**config.mk**
```make
export PLATFORM = sky130hd
export DESIGN_NAME = paragraph_fill_wrapper_top
export DESIGN_NICKNAME = d
export VERILOG_FILES = /design/src/design/pfw_pkg.sv /design/src/design/pfw_queue.sv /design/src/design/pfw_front.sv /design/src/design/pfw_back.sv /design/src/design/paragraph_fill_wrapper_top.sv
export SDC_FILE = /design/constraint.sdc
export NUM_CORES = 1
export LEC_CHECK = 0
export ABC_AREA = 1
export BUFFER_PORTS_ARGS = -buffer_cell sky130_fd_sc_hd__clkbuf_2
export CORE_MARGIN = 2
export CORE_UTILIZATION = 50
export CTS_BUF_LIST = sky130_fd_sc_hd__clkbuf_4 sky130_fd_sc_hd__clkbuf_8 sky130_fd_sc_hd__clkbuf_16
export DETAILED_ROUTE_END_ITERATION = 10
export PLACE_DENSITY = 0.74
export SYNTH_ARGS = -nofsm -noshare
export SYNTH_HDL_FRONTEND = slang
export SYNTH_SLANG_ARGS = --single-unit
```
**constraint.sdc**
```tcl
create_clock -name aclk -period 5 [get_ports aclk]
set_input_delay 0.75 -clock aclk [delete_from_list [all_inputs] [get_ports aclk]]
set_output_delay 0.75 -clock aclk [all_outputs]
set_load 0.05 [all_outputs]
```
**src/design/pfw_pkg.sv**
```systemverilog
package pfw_pkg;

    localparam int WORD_CAPACITY_DEF = 60;
    localparam logic [7:0] FILL_COLUMN_RST = 8'd72;

    localparam logic [7:0] CHAR_SPACE = 8'd32;
    localparam logic [7:0] CHAR_TAB   = 8'd9;
    localparam logic [7:0] CHAR_NL    = 8'd10;
    localparam logic [7:0] CHAR_DOT   = 8'd46;

    typedef struct packed {
        logic [7:0] in_char;
        logic       first_of_paragraph;
        logic [7:0] start_column;
        logic       last_of_paragraph;
        logic       append_newline;
    } in_item_t;

    typedef struct packed {
        logic [7:0] out_char;
        logic       fill_error;
        logic       run_end;
    } out_item_t;

    // emit command from front to back; word length travels beside it
    typedef struct packed {
        logic       err;
        logic       has_word;
        logic       nl_first;
        logic [1:0] gap;
        logic       close_nl;
    } cmd_t;

endpackage

```
**src/design/pfw_queue.sv**
```systemverilog
module pfw_queue #(
    parameter int DATA_W = 8
) (
    input  logic              aclk,
    input  logic              aresetn,
    input  logic              in_valid,
    output logic              in_ready,
    input  logic [DATA_W-1:0] in_data,
    output logic              out_valid,
    input  logic              out_ready,
    output logic [DATA_W-1:0] out_data
);

    logic [DATA_W-1:0] entry_reg [2];
    logic              wr_ptr_reg;
    logic              wr_ptr_next;
    logic              rd_ptr_reg;
    logic              rd_ptr_next;
    logic [1:0]        count_reg;
    logic [1:0]        count_next;
    logic              push;
    logic              pop;

    assign in_ready  = (count_reg != 2'd2);
    assign out_valid = (count_reg != 2'd0);
    assign out_data  = entry_reg[rd_ptr_reg];
    assign push      = in_valid && in_ready;
    assign pop       = out_valid && out_ready;

    always_comb begin
        wr_ptr_next = push ? ~wr_ptr_reg : wr_ptr_reg;
        rd_ptr_next = pop ? ~rd_ptr_reg : rd_ptr_reg;
        count_next  = count_reg;
        if (push && !pop) begin
            count_next = count_reg + 2'd1;
        end else if (pop && !push) begin
            count_next = count_reg - 2'd1;
        end
    end

    always_ff @(posedge aclk) begin
        if (!aresetn) begin
            wr_ptr_reg <= 1'b0;
            rd_ptr_reg <= 1'b0;
            count_reg  <= 2'd0;
        end else begin
            wr_ptr_reg <= wr_ptr_next;
            rd_ptr_reg <= rd_ptr_next;
            count_reg  <= count_next;
        end
    end

    always_ff @(posedge aclk) begin
        if (push) begin
            entry_reg[wr_ptr_reg] <= in_data;
        end
    end

endmodule

```
**src/design/pfw_front.sv**
```systemverilog
module pfw_front #(
    parameter int WORD_CAPACITY = pfw_pkg::WORD_CAPACITY_DEF,
    parameter int LEN_W         = 6,
    parameter int ADDR_W        = 6
) (
    input  logic               aclk,
    input  logic               aresetn,
    input  logic               cfg_wr_en,
    input  logic [7:0]         cfg_wr_data,
    input  logic               s_valid,
    output logic               s_ready,
    input  pfw_pkg::in_item_t  s_data,
    output logic               cmd_valid,
    input  logic               cmd_ready,
    output pfw_pkg::cmd_t      cmd,
    output logic [LEN_W-1:0]   cmd_len,
    output logic               mem_we,
    output logic [ADDR_W-1:0]  mem_addr,
    output logic [7:0]         mem_wdata,
    output logic               word_pend,
    input  logic               word_done
);

    typedef enum logic [1:0] {
        SEP_NONE  = 2'd0,
        SEP_SPACE = 2'd1,
        SEP_NL    = 2'd2
    } sep_kind_t;

    logic [7:0]       fill_col_reg;
    logic [LEN_W-1:0] word_len_reg;
    logic [LEN_W-1:0] word_len_next;
    logic [15:0]      line_col_reg;
    logic [15:0]      line_col_next;
    logic             prev_dot_reg;
    logic             prev_dot_next;
    logic             cur_dot_reg;
    logic             cur_dot_next;
    sep_kind_t        sep_reg;
    sep_kind_t        sep_next;
    logic             pend_reg;

    logic [7:0]       ch;
    logic             is_sep;
    logic             is_char;
    logic             err;
    logic [15:0]      lc_e;
    logic [LEN_W-1:0] wl_e;
    logic             pd_e;
    logic             cd_e;
    sep_kind_t        sep_e;
    logic             room;
    logic [LEN_W-1:0] wl_a;
    logic             emit;
    logic             close_nl;
    logic [1:0]       gap;
    logic [16:0]      sum;
    logic             fits;
    logic             accept;

    assign ch      = s_data.in_char;
    assign is_sep  = (ch == pfw_pkg::CHAR_SPACE) || (ch == pfw_pkg::CHAR_TAB) ||
                     (ch == pfw_pkg::CHAR_NL);
    assign is_char = !is_sep;
    assign err     = (fill_col_reg == 8'd0);

    // first item of a paragraph starts from a clean slate
    assign lc_e  = s_data.first_of_paragraph ? {8'd0, s_data.start_column} : line_col_reg;
    assign wl_e  = s_data.first_of_paragraph ? '0 : word_len_reg;
    assign pd_e  = s_data.first_of_paragraph ? 1'b0 : prev_dot_reg;
    assign cd_e  = s_data.first_of_paragraph ? 1'b0 : cur_dot_reg;
    assign sep_e = s_data.first_of_paragraph ? SEP_NONE : sep_reg;

    assign room     = (wl_e < LEN_W'(WORD_CAPACITY));
    assign wl_a     = (is_char && room) ? wl_e + LEN_W'(1) : wl_e;
    assign emit     = (wl_a != '0) && (is_sep || s_data.last_of_paragraph);
    assign close_nl = s_data.last_of_paragraph && s_data.append_newline;
    assign gap      = {1'b0, pd_e} + {1'b0, sep_e != SEP_NONE};
    assign sum      = {1'b0, lc_e} + 17'(gap) + 17'(wl_a);
    assign fits     = (sum <= 17'(fill_col_reg));

    // a new character may not overwrite the store while a word is read out
    assign s_ready = cmd_ready && !(pend_reg && !err && is_char);
    assign accept  = s_valid && s_ready;

    assign cmd_valid     = accept && (err || emit || close_nl);
    assign cmd.err       = err;
    assign cmd.has_word  = !err && emit;
    assign cmd.nl_first  = !fits;
    assign cmd.gap       = gap;
    assign cmd.close_nl  = !err && close_nl;
    assign cmd_len       = wl_a;

    assign mem_we    = accept && !err && is_char && room;
    assign mem_addr  = wl_e[ADDR_W-1:0];
    assign mem_wdata = ch;
    assign word_pend = pend_reg;

    always_comb begin
        word_len_next = emit ? '0 : wl_a;
        line_col_next = emit ? (fits ? sum[15:0] : 16'(wl_a)) : lc_e;
        cur_dot_next  = is_char ? (ch == pfw_pkg::CHAR_DOT) : cd_e;
        prev_dot_next = emit ? cur_dot_next : pd_e;
        if (is_sep) begin
            if (emit || sep_e != SEP_NONE || ch != pfw_pkg::CHAR_NL) begin
                sep_next = SEP_SPACE;
            end else begin
                sep_next = SEP_NL;
            end
        end else begin
            sep_next = emit ? SEP_SPACE : sep_e;
        end
    end

    always_ff @(posedge aclk) begin
        if (!aresetn) begin
            fill_col_reg <= pfw_pkg::FILL_COLUMN_RST;
            word_len_reg <= '0;
            line_col_reg <= 16'd0;
            prev_dot_reg <= 1'b0;
            cur_dot_reg  <= 1'b0;
            sep_reg      <= SEP_NONE;
            pend_reg     <= 1'b0;
        end else begin
            if (cfg_wr_en) begin
                fill_col_reg <= cfg_wr_data;
            end
            if (accept && !err) begin
                word_len_reg <= word_len_next;
                line_col_reg <= line_col_next;
                prev_dot_reg <= prev_dot_next;
                cur_dot_reg  <= cur_dot_next;
                sep_reg      <= sep_next;
            end
            if (accept && !err && emit) begin
                pend_reg <= 1'b1;
            end else if (word_done) begin
                pend_reg <= 1'b0;
            end
        end
    end

endmodule

```
**src/design/pfw_back.sv**
```systemverilog
module pfw_back #(
    parameter int WORD_CAPACITY = pfw_pkg::WORD_CAPACITY_DEF,
    parameter int LEN_W         = 6,
    parameter int ADDR_W        = 6
) (
    input  logic               aclk,
    input  logic               aresetn,
    input  logic               mem_we,
    input  logic [ADDR_W-1:0]  mem_addr,
    input  logic [7:0]         mem_wdata,
    input  logic               cmd_valid,
    output logic               cmd_ready,
    input  pfw_pkg::cmd_t      cmd,
    input  logic [LEN_W-1:0]   cmd_len,
    output logic               word_done,
    output logic               m_valid,
    input  logic               m_ready,
    output pfw_pkg::out_item_t m_data
);

    typedef enum logic [2:0] {
        ST_IDLE,
        ST_ERR,
        ST_LOAD,
        ST_PRE,
        ST_WORD,
        ST_CLOSE
    } state_t;

    state_t             state_reg;
    state_t             state_next;
    pfw_pkg::cmd_t      cmd_reg;
    pfw_pkg::cmd_t      cmd_next;
    logic [LEN_W-1:0]   len_reg;
    logic [LEN_W-1:0]   len_next;
    logic [LEN_W-1:0]   idx_reg;
    logic [LEN_W-1:0]   idx_next;
    logic [1:0]         pre_cnt_reg;
    logic [1:0]         pre_cnt_next;
    logic               m_valid_reg;
    logic               m_valid_next;
    pfw_pkg::out_item_t m_data_reg;
    pfw_pkg::out_item_t m_data_next;

    logic [7:0]         word_mem [WORD_CAPACITY];
    logic [7:0]         rdata_reg;
    logic [LEN_W-1:0]   rd_idx;
    logic               slot_free;
    logic               last_chr;

    assign slot_free = !m_valid_reg || m_ready;
    assign last_chr  = (idx_reg == len_reg - LEN_W'(1));
    assign rd_idx    = (state_reg == ST_WORD && slot_free) ? idx_reg + LEN_W'(1) : idx_reg;
    assign m_valid   = m_valid_reg;
    assign m_data    = m_data_reg;

    always_comb begin
        state_next   = state_reg;
        cmd_next     = cmd_reg;
        len_next     = len_reg;
        idx_next     = idx_reg;
        pre_cnt_next = pre_cnt_reg;
        m_valid_next = m_valid_reg && !m_ready;
        m_data_next  = m_data_reg;
        cmd_ready    = 1'b0;
        word_done    = 1'b0;
        case (state_reg)
            ST_IDLE: begin
                cmd_ready = 1'b1;
                if (cmd_valid) begin
                    cmd_next     = cmd;
                    len_next     = cmd_len;
                    idx_next     = '0;
                    pre_cnt_next = cmd.nl_first ? 2'd1 : cmd.gap;
                    if (cmd.err) begin
                        state_next = ST_ERR;
                    end else if (cmd.has_word) begin
                        state_next = ST_LOAD;
                    end else begin
                        state_next = ST_CLOSE;
                    end
                end
            end
            ST_ERR: begin
                if (slot_free) begin
                    m_valid_next = 1'b1;
                    m_data_next  = '{out_char: 8'd0, fill_error: 1'b1, run_end: 1'b1};
                    state_next   = ST_IDLE;
                end
            end
            ST_LOAD: begin
                state_next = (pre_cnt_reg != 2'd0) ? ST_PRE : ST_WORD;
            end
            ST_PRE: begin
                if (slot_free) begin
                    m_valid_next = 1'b1;
                    m_data_next  = '{out_char: cmd_reg.nl_first ? pfw_pkg::CHAR_NL :
                                               pfw_pkg::CHAR_SPACE,
                                     fill_error: 1'b0, run_end: 1'b0};
                    pre_cnt_next = pre_cnt_reg - 2'd1;
                    if (pre_cnt_reg == 2'd1) begin
                        state_next = ST_WORD;
                    end
                end
            end
            ST_WORD: begin
                if (slot_free) begin
                    m_valid_next = 1'b1;
                    m_data_next  = '{out_char: rdata_reg, fill_error: 1'b0,
                                     run_end: last_chr && !cmd_reg.close_nl};
                    idx_next     = idx_reg + LEN_W'(1);
                    if (last_chr) begin
                        word_done  = 1'b1;
                        state_next = cmd_reg.close_nl ? ST_CLOSE : ST_IDLE;
                    end
                end
            end
            ST_CLOSE: begin
                if (slot_free) begin
                    m_valid_next = 1'b1;
                    m_data_next  = '{out_char: pfw_pkg::CHAR_NL, fill_error: 1'b0,
                                     run_end: 1'b1};
                    state_next   = ST_IDLE;
                end
            end
            default: begin
                state_next = ST_IDLE;
            end
        endcase
    end

    always_ff @(posedge aclk) begin
        if (!aresetn) begin
            state_reg   <= ST_IDLE;
            idx_reg     <= '0;
            pre_cnt_reg <= 2'd0;
            m_valid_reg <= 1'b0;
        end else begin
            state_reg   <= state_next;
            idx_reg     <= idx_next;
            pre_cnt_reg <= pre_cnt_next;
            m_valid_reg <= m_valid_next;
        end
        cmd_reg    <= cmd_next;
        len_reg    <= len_next;
        m_data_reg <= m_data_next;
    end

    always_ff @(posedge aclk) begin
        if (mem_we) begin
            word_mem[mem_addr] <= mem_wdata;
        end
        if (rd_idx < LEN_W'(WORD_CAPACITY)) begin
            rdata_reg <= word_mem[rd_idx[ADDR_W-1:0]];
        end
    end

endmodule

```
**src/design/paragraph_fill_wrapper_top.sv**
```systemverilog
// Path to the first result: the back end takes the command; when a word is emitted,
// the word store is read; then the result enters the output register.
// Throughput: one result per cycle while emitting and m_ready is high. Input: one
// item per cycle while the command queue has room; a word character waits while the
// previous word is still read out of the store.
// Reset: aresetn, synchronous, active low; clears control, fill column 72, store kept.
module paragraph_fill_wrapper_top #(
    parameter int WORD_CAPACITY = pfw_pkg::WORD_CAPACITY_DEF
) (
    input  logic               aclk,
    input  logic               aresetn,
    input  logic               cfg_wr_en,
    input  logic [7:0]         cfg_wr_data,
    input  logic               s_valid,
    output logic               s_ready,
    input  pfw_pkg::in_item_t  s_data,
    output logic               m_valid,
    input  logic               m_ready,
    output pfw_pkg::out_item_t m_data
);

    localparam int LEN_W  = $clog2(WORD_CAPACITY + 1);
    localparam int ADDR_W = (WORD_CAPACITY > 1) ? $clog2(WORD_CAPACITY) : 1;
    localparam int CMD_W  = $bits(pfw_pkg::cmd_t);
    localparam int Q_W    = CMD_W + LEN_W;

    logic               f_cmd_valid;
    logic               f_cmd_ready;
    pfw_pkg::cmd_t      f_cmd;
    logic [LEN_W-1:0]   f_cmd_len;
    logic               b_cmd_valid;
    logic               b_cmd_ready;
    logic [Q_W-1:0]     q_out;
    logic               mem_we;
    logic [ADDR_W-1:0]  mem_addr;
    logic [7:0]         mem_wdata;
    logic               word_pend;
    logic               word_done;

    pfw_front #(
        .WORD_CAPACITY(WORD_CAPACITY),
        .LEN_W        (LEN_W),
        .ADDR_W       (ADDR_W)
    ) u_front (
        .aclk       (aclk),
        .aresetn    (aresetn),
        .cfg_wr_en  (cfg_wr_en),
        .cfg_wr_data(cfg_wr_data),
        .s_valid    (s_valid),
        .s_ready    (s_ready),
        .s_data     (s_data),
        .cmd_valid  (f_cmd_valid),
        .cmd_ready  (f_cmd_ready),
        .cmd        (f_cmd),
        .cmd_len    (f_cmd_len),
        .mem_we     (mem_we),
        .mem_addr   (mem_addr),
        .mem_wdata  (mem_wdata),
        .word_pend  (word_pend),
        .word_done  (word_done)
    );

    pfw_queue #(
        .DATA_W(Q_W)
    ) u_queue (
        .aclk     (aclk),
        .aresetn  (aresetn),
        .in_valid (f_cmd_valid),
        .in_ready (f_cmd_ready),
        .in_data  ({f_cmd, f_cmd_len}),
        .out_valid(b_cmd_valid),
        .out_ready(b_cmd_ready),
        .out_data (q_out)
    );

    pfw_back #(
        .WORD_CAPACITY(WORD_CAPACITY),
        .LEN_W        (LEN_W),
        .ADDR_W       (ADDR_W)
    ) u_back (
        .aclk     (aclk),
        .aresetn  (aresetn),
        .mem_we   (mem_we),
        .mem_addr (mem_addr),
        .mem_wdata(mem_wdata),
        .cmd_valid(b_cmd_valid),
        .cmd_ready(b_cmd_ready),
        .cmd      (pfw_pkg::cmd_t'(q_out[Q_W-1:LEN_W])),
        .cmd_len  (q_out[LEN_W-1:0]),
        .word_done(word_done),
        .m_valid  (m_valid),
        .m_ready  (m_ready),
        .m_data   (m_data)
    );

    a_no_write_during_readout: assert property (
        @(posedge aclk) disable iff (!aresetn) mem_we |-> !word_pend
    ) else $error("word store written while a word is read out");

    a_done_only_when_pending: assert property (
        @(posedge aclk) disable iff (!aresetn) word_done |-> word_pend
    ) else $error("word readout finished without a pending word");

    a_error_result_shape: assert property (
        @(posedge aclk) disable iff (!aresetn)
        (m_valid && m_data.fill_error) |-> (m_data.run_end && m_data.out_char == 8'd0)
    ) else $error("error result malformed");

endmodule
```
## Word level (Yosys, flattened, before mapping)

Memory sizes are Yosys's and may differ from the RTL's. A register that Yosys moved wholly into a read port is not among the register bits.
Index checks and enable logic that the tools add are counted.

- Bits in registers: 69
- RAM bits: 504
- Bits of input ports: 32
- Word-level logic and storage cells: 168
- Memories kept: 2

- $add $sub $neg: 9
- $lt $le $gt $ge: 3
- Equal/unequal tests: 21
- Muxes and demuxes: 55
- Bitwise gates (word level): 2
- Reduce and logical (&&, ||, !) cells: 56

Memories:

| memory | words | bits a word | rd ports | clocked after memory_dff | write ports | line | text |
|---|---|---|---|---|---|---|---|
| u_back.word_mem | 60 | 8 | 1 | 1 | 1 | pfw_back.sv:45 | `logic [7:0] word_mem [WORD_CAPACITY];` |
| u_queue.entry_reg | 2 | 12 | 1 | 1 | 1 | pfw_queue.sv:14 | `logic [DATA_W-1:0] entry_reg [2];` |

Operator list:

| operator | number |
|---|---|
| two-way mux 16 bit | 3 |
| two-way mux 6 bit | 7 |
| two-way mux 10 bit | 4 |
| case mux 10 bit (4 select lines) | 1 |
| two-way mux 3 bit | 10 |
| logical AND 1 bit | 21 |
| two-way mux 1 bit | 18 |
| two-way mux 2 bit | 9 |
| adder 16 x 2 -> 17 bit | 1 |
| adder 17 x 6 -> 17 bit | 1 |
| less-or-equal comparator 17 x 8 -> 1 bit | 1 |
| == test 8 x 4 -> 1 bit, second input constant | 2 |
| == test 8 x 6 -> 1 bit, second input constant | 2 |
| case mux 3 bit (5 select lines) | 1 |
| inequality test 2 x 1 -> 1 bit, second input constant | 7 |
| nonzero test 2 bit | 7 |
| adder 6 x 1 -> 6 bit, second input constant | 2 |
| less-than comparator 6 bit, second input constant | 2 |
| case mux 6 bit (2 select lines) | 1 |
| logical NOT 1 bit | 9 |
| logical NOT 8 bit | 1 |
| logical OR 1 bit | 8 |
| inequality test 8 x 4 -> 1 bit, second input constant | 1 |
| == test 3 x 2 -> 1 bit, second input constant | 2 |
| 20 further kinds | 25 |

## Longest topological paths before layout

- Depth in word-level cells: 16
- Mapped depth: 28

## Cells and area by module

A second synthesis with hierarchy kept.

- Cells, all modules: 2778
- Area total of the unflattened synthesis: 27061.0 µm²

By module, submodules not included:

| module | times used | cells each | area an instance (µm²) |
|---|---|---|---|
| pfw_back | 1 | 2197 | 22670.5 |
| pfw_front | 1 | 507 | 3234.4 |
| pfw_queue | 1 | 74 | 1156.1 |

## Worst setup path before layout

OpenSTA, ideal clock, no wires.

- Path type: in2reg
- From: in s_data[10] in the netlist's numbering
- To: reg u_front.line_col_reg[0]
- Arrival: 4344 ps
- Data required time: 4868 ps
- Slack: 523 ps
- Stages: 23
- Path buffers: 1
- Cell sequence: buf_4 nor2_2 ha_1 nand3_1 nand2_2 fa_1 ha_1 fa_1 nand3_1 nand2_1 nand2_1 nand2_1 xor2_1 ha_1 and3_1 nand2_1 nand2_1 nand2_1 nand4_1 nor2_1 nand3_1 nand3_1 a21oi_1

- Cells in the longest elaborated chain, start to end: 8
- Elaborated cells on any way between the ends: 17
- Classes of those cells: 4 x add/sub; 2 x order compare; 7 x mux; 4 x reduce/logical

RTL lines:

| what | line | text |
|---|---|---|
| start: declaration | paragraph_fill_wrapper_top.sv:16 | `input pfw_pkg::in_item_t s_data,` |
| two-way mux 6 bit * | pfw_front.sv:69 | `assign wl_e = s_data.first_of_paragraph ? '0 : word_len_reg;` |
| less-than comparator 6 bit | pfw_front.sv:74 | `assign room = (wl_e < LEN_W'(WORD_CAPACITY));` |
| logical AND 1 bit | pfw_front.sv:75 | `assign wl_a = (is_char && room) ? wl_e + LEN_W'(1) : wl_e;` |
| two-way mux 6 bit * | pfw_front.sv:75 |  |
| via f_cmd_len[1] | paragraph_fill_wrapper_top.sv:30 | `logic [LEN_W-1:0] f_cmd_len;` |
| adder 17 x 6 -> 17 bit | pfw_front.sv:79 | `assign sum = {1'b0, lc_e} + 17'(gap) + 17'(wl_a);` |
| less-or-equal comparator 17 x 8 -> 1 bit | pfw_front.sv:80 | `assign fits = (sum <= 17'(fill_col_reg));` |
| two-way mux 16 bit | pfw_front.sv:101 | `line_col_next = emit ? (fits ? sum[15:0] : 16'(wl_a)) : lc_e;` |
| two-way mux 16 bit * | pfw_front.sv:101 |  |
| end signal: assignment | pfw_front.sv:130 | `line_col_reg <= line_col_next;` |
| end: declaration | pfw_front.sv:33 | `logic [15:0] line_col_reg;` |

Mark *: on every way through the listed nets, which the timed path passes. The rest lies on a longest branch.
A chain may end at the register's enable or synchronous reset.

## Final worst setup path

- From: in s_data[14] in the netlist's numbering
- To: reg u_front.line_col_reg[3]

- Cells in the longest elaborated chain, start to end: 10
- Elaborated cells on any way between the ends: 20
- Classes of those cells: 1 x add/sub; 1 x order compare; 3 x eq/ne; 3 x mux; 12 x reduce/logical

RTL lines:

| what | line | text |
|---|---|---|
| == test 8 x 6 -> 1 bit or == test 8 x 4 -> 1 bit (tied branches) | pfw_front.sv:62 | `assign is_sep = (ch == pfw_pkg::CHAR_SPACE) \|\| (ch == pfw_pkg::CHAR_TAB) \|\|` |
| logical OR 1 bit | pfw_front.sv:62 |  |
| logical OR 1 bit * | pfw_front.sv:62 |  |
| logical NOT 1 bit * | pfw_front.sv:64 | `assign is_char = !is_sep;` |
| logical AND 1 bit * | pfw_front.sv:75 |  |
| two-way mux 6 bit * | pfw_front.sv:75 |  |
| via f_cmd_len[1] | paragraph_fill_wrapper_top.sv:30 |  |
| adder 17 x 6 -> 17 bit | pfw_front.sv:79 |  |
| less-or-equal comparator 17 x 8 -> 1 bit | pfw_front.sv:80 |  |
| two-way mux 16 bit | pfw_front.sv:101 |  |
| two-way mux 16 bit * | pfw_front.sv:101 |  |

Marks and branches as above.

==> qor.yml <==
io_buffer_count: 43
nets: 2447
grt_max_degree: 138
route.vias.total: 17579
dieArea_sq_um: 52500
setup-violations-final: 0
slew_viol_final: 0
h-tree-depth: 2
async_flop_share_pct: 0
r2r_start: "u_front.word_len_reg[3]$_SDFFE_PN0P_"
ir_drop_mv: 0.270
dpl-instance-area_sq_um: 26600
synth_cell_types: 55
setup_slack_ns: 0.562
rsz0062_at_grt: "no"
rows: 82
clkSlewWorstSetupHoldPaths_ns: 0.06
clock-root-buffer: "clkbuf_16"
post-route-min-period_ns: 4.44
n_antenna_cell: 0
clock_skew_ns: 0.0116
yosysSeqAreaShare_pct: 66.9
clock_path_buffers: 3
critical_path_peak_fanout: 7
dp_hpwl_mm: 38.3
yosysMostFrequentCell: "edfxtp_1"
min_to: "u_front.fill_col_reg[6]$_SDFFE_PN1P_"
synth_area_leaders: "edfxtp_1, nand2_1, nor2_1, o21ai_0, dfxtp_1"
final_hold_viol_count: 0
final.period_utilization_pct: 88.8
multi_input_area_sq_um: 7260
grt_overflow: 0
cts-buffers-inserted: 58
worstPathArrival_ns: 4.92
ant_nets: 0
final-seq-area_sq_um: 17000
syn_nets: 2366
core_area_sq_um: 50100
num-fill-cells: 4137
hp-start: "cfg_wr_data[6]"
max_freq_mhz: 225
slew_headroom_pct: 32.9
initial_core_util_pct: 50.6
insertion_delay_ns: 0.62
critPathKind: "in -> reg"
status: "complete, no violations"
start_kind: "primary input"
synthCells: 2306
place_congestion: 0.912
power-per-cell-area_nw_per_um2: 457
drtIter0Drc: 1921
reg2reg_slack_ns: 0.65
grt_pass1_wl_mm: 96.1
wl_per_cell_um: 19.8
fin_area_sq_um: 28500
pre_cts_slack_ns: -0.0473
cts_tree: "built"
max_cap_viol_count: 0
fp.dieW_um: 229
cts.sinks: 582
ys_top_cells_by_count: "edfxtp_1, nand2_1, nor2_1, o21ai_0, inv_1"
synth-edff-count: 530
synth_largest_area_cell: "edfxtp_1"
wl_mm: 61.6
setup.worst_path.end_class: "register"
cts_resized: 0
area_delta_synth_final_pct: 12.3
drive_above_1_share_pct: 12.4
synth_flop_cell: "edfxtp_1"
leakagePower_nw: 10.5
grt_usage_pct: 23.5
hold_depth: 3
antenna_found_initial: 1
dr.pass1.iters: 6
critPathRequiredTime_ns: 5.48
die_y_um: 229
largest_reg_flops: 480
ys_warn_count: 0
syn_area_sq_um: 25400
io_pins: 44
drc: 0
reg2reg_depth: 24
via_per_inst: 5.66
ys_seq_elements: 582
hold_buffers: 0
worst_pin_slew_ns: 1.01
synth_top_cell_area_share_pct: 62.8
hp-class: "in -> reg"
rr_endpoint: "u_front.line_col_reg[3]$_SDFFE_PN0P_"
grt_pass1_vias: 17301
syn_area_per_cell_sq_um: 11.0
post_cts_buffers: 0
critical path: stages:
cell and delay, ns:
clkbuf_2 0.19, nand2_1 0.14, nor2_1 0.05, nand2_1 0.17, nand2_1 0.09, nor2_2 0.20
nand3_1 0.12, nand2_2 0.11, fa_1 0.43, ha_1 0.24, fa_1 0.40, nand3_1 0.10
nand2_1 0.07, nand2_1 0.06, nand2_1 0.09, xor2_1 0.24, ha_1 0.28, and3_1 0.18
nand2_1 0.06, nand2_1 0.06, nand2_1 0.08, nand4_1 0.10, nor2_1 0.34, nand3_1 0.14
nand3_1 0.11, a21oi_1 0.06
layer usage:
| metal | global-route usage, % | vias to the layer above | share of wire, % |
|---|---|---|---|
| met1 | 30.2 | 8378 | 39 |
| li1 | - | 8257 | - |
| met2 | 39.5 | 768 | 49 |
| met4 | 11.1 | 0 | 4.4 |
| met3 | 3.56 | 176 | 8.0 |
| met5 | 0 | - | 0 |
cell type report:
| type | count | area share (%) |
|---|---|---|
| clock buffer | 73 | 5.57 |
| clock inverter | 33 | 1.12 |
| inverter | 154 | 2.04 |
| multi-input combinational | 1461 | 25.5 |
| sequential | 582 | 59.5 |
| tap | 672 | 2.95 |
| timing repair buffer | 130 | 3.31 |
power breakdown:
part,switching (W),leakage (nW),internal [W]
combinational,0.00222,4.37,0.000831
sequential,0.0000972,5.22,0.00554
clock,0.00179,0.959,0.00255
per-stage QoR:
| stage | power, W | utilization [%] | instances | TNS, ns | hold WS (ns) |
|---|---|---|---|---|---|
| final | 0.0130 | 56.9 | 3105 | 0 | 0.373 |
| after floorplan | 0.00789 | - | 2306 | 0 | 0.425 |
| after global placement | 0.00868 | 53.1 | 2999 | 0 | 0.432 |
| after CTS | 0.0131 | 56.9 | 3105 | 0 | 0.348 |
| after detailed placement | 0.00875 | 53.1 | 2999 | -0.225 | 0.448 |
| after global routing | 0.0136 | 56.9 | 3105 | 0 | 0.375 |
cells by family (layout without fill, tap and decap cells):
group / Yosys count / after routing / share of synthesized area [%]
and+or+nand+nor: 948 / 948 / 16.1
DFF: 582 / 582 / 66.9
AOI/OAI and AO/OA: 468 / 468 / 10.4
buffers and inverters: 263 / 390 / 4.58
adders and majority gates: 28 / 28 / 1.47
xor gates and xnor gates: 15 / 15 / 0.518
muxes: 2 / 2 / 0.0789
worst max-delay path by stage:
stage	slack, ns	endpoint	from	depth (start not counted)
2_1_floorplan	0.52	u_front.line_col_reg[0]$_SDFFE_PN0P_	s_data[10]	23
3_3_place_gp	0.03	u_front.line_col_reg[0]$_SDFFE_PN0P_	s_data[14]	27
3_5_place_dp	-0.05	u_front.line_col_reg[0]$_SDFFE_PN0P_	s_data[14]	27
4_1_cts	0.59	u_front.line_col_reg[2]$_SDFFE_PN0P_	s_data[14]	27
5_1_grt	0.11	u_front.line_col_reg[0]$_SDFFE_PN0P_	s_data[14]	27
6_report	0.56	u_front.line_col_reg[3]$_SDFFE_PN0P_	s_data[14]	26
cell usage in the layout (no fill, tap or decap), drive strengths merged:
cell     netlist  routed
mux2i          2       2
o22ai         36      36
edfxtp       530     530
o21bai         4       4
nand3b         4       4
nor3          17      17
inv          152     155
clkinv         2      26
bufinv         0       6
o2111ai        1       1
and3           1       1
ha            25      25
or2            8       8
dfxtp         52      52
a21o           1       1
nand2        460     460
o21ai        255     255
nor4           2       2
o32ai          1       1
a31oi          1       1
fa             3       3
clkbuf        31     116
nand4         13      13
xor2          13      13
nand3        131     131
nor2         310     310
xnor2          2       2
o21a           2       2
o211ai        56      56
buf           78      87
nor3b          2       2
o41ai          1       1
o221ai         9       9
a211oi         1       1
a21oi        100     100
Power figures use the tool's default switching activity.
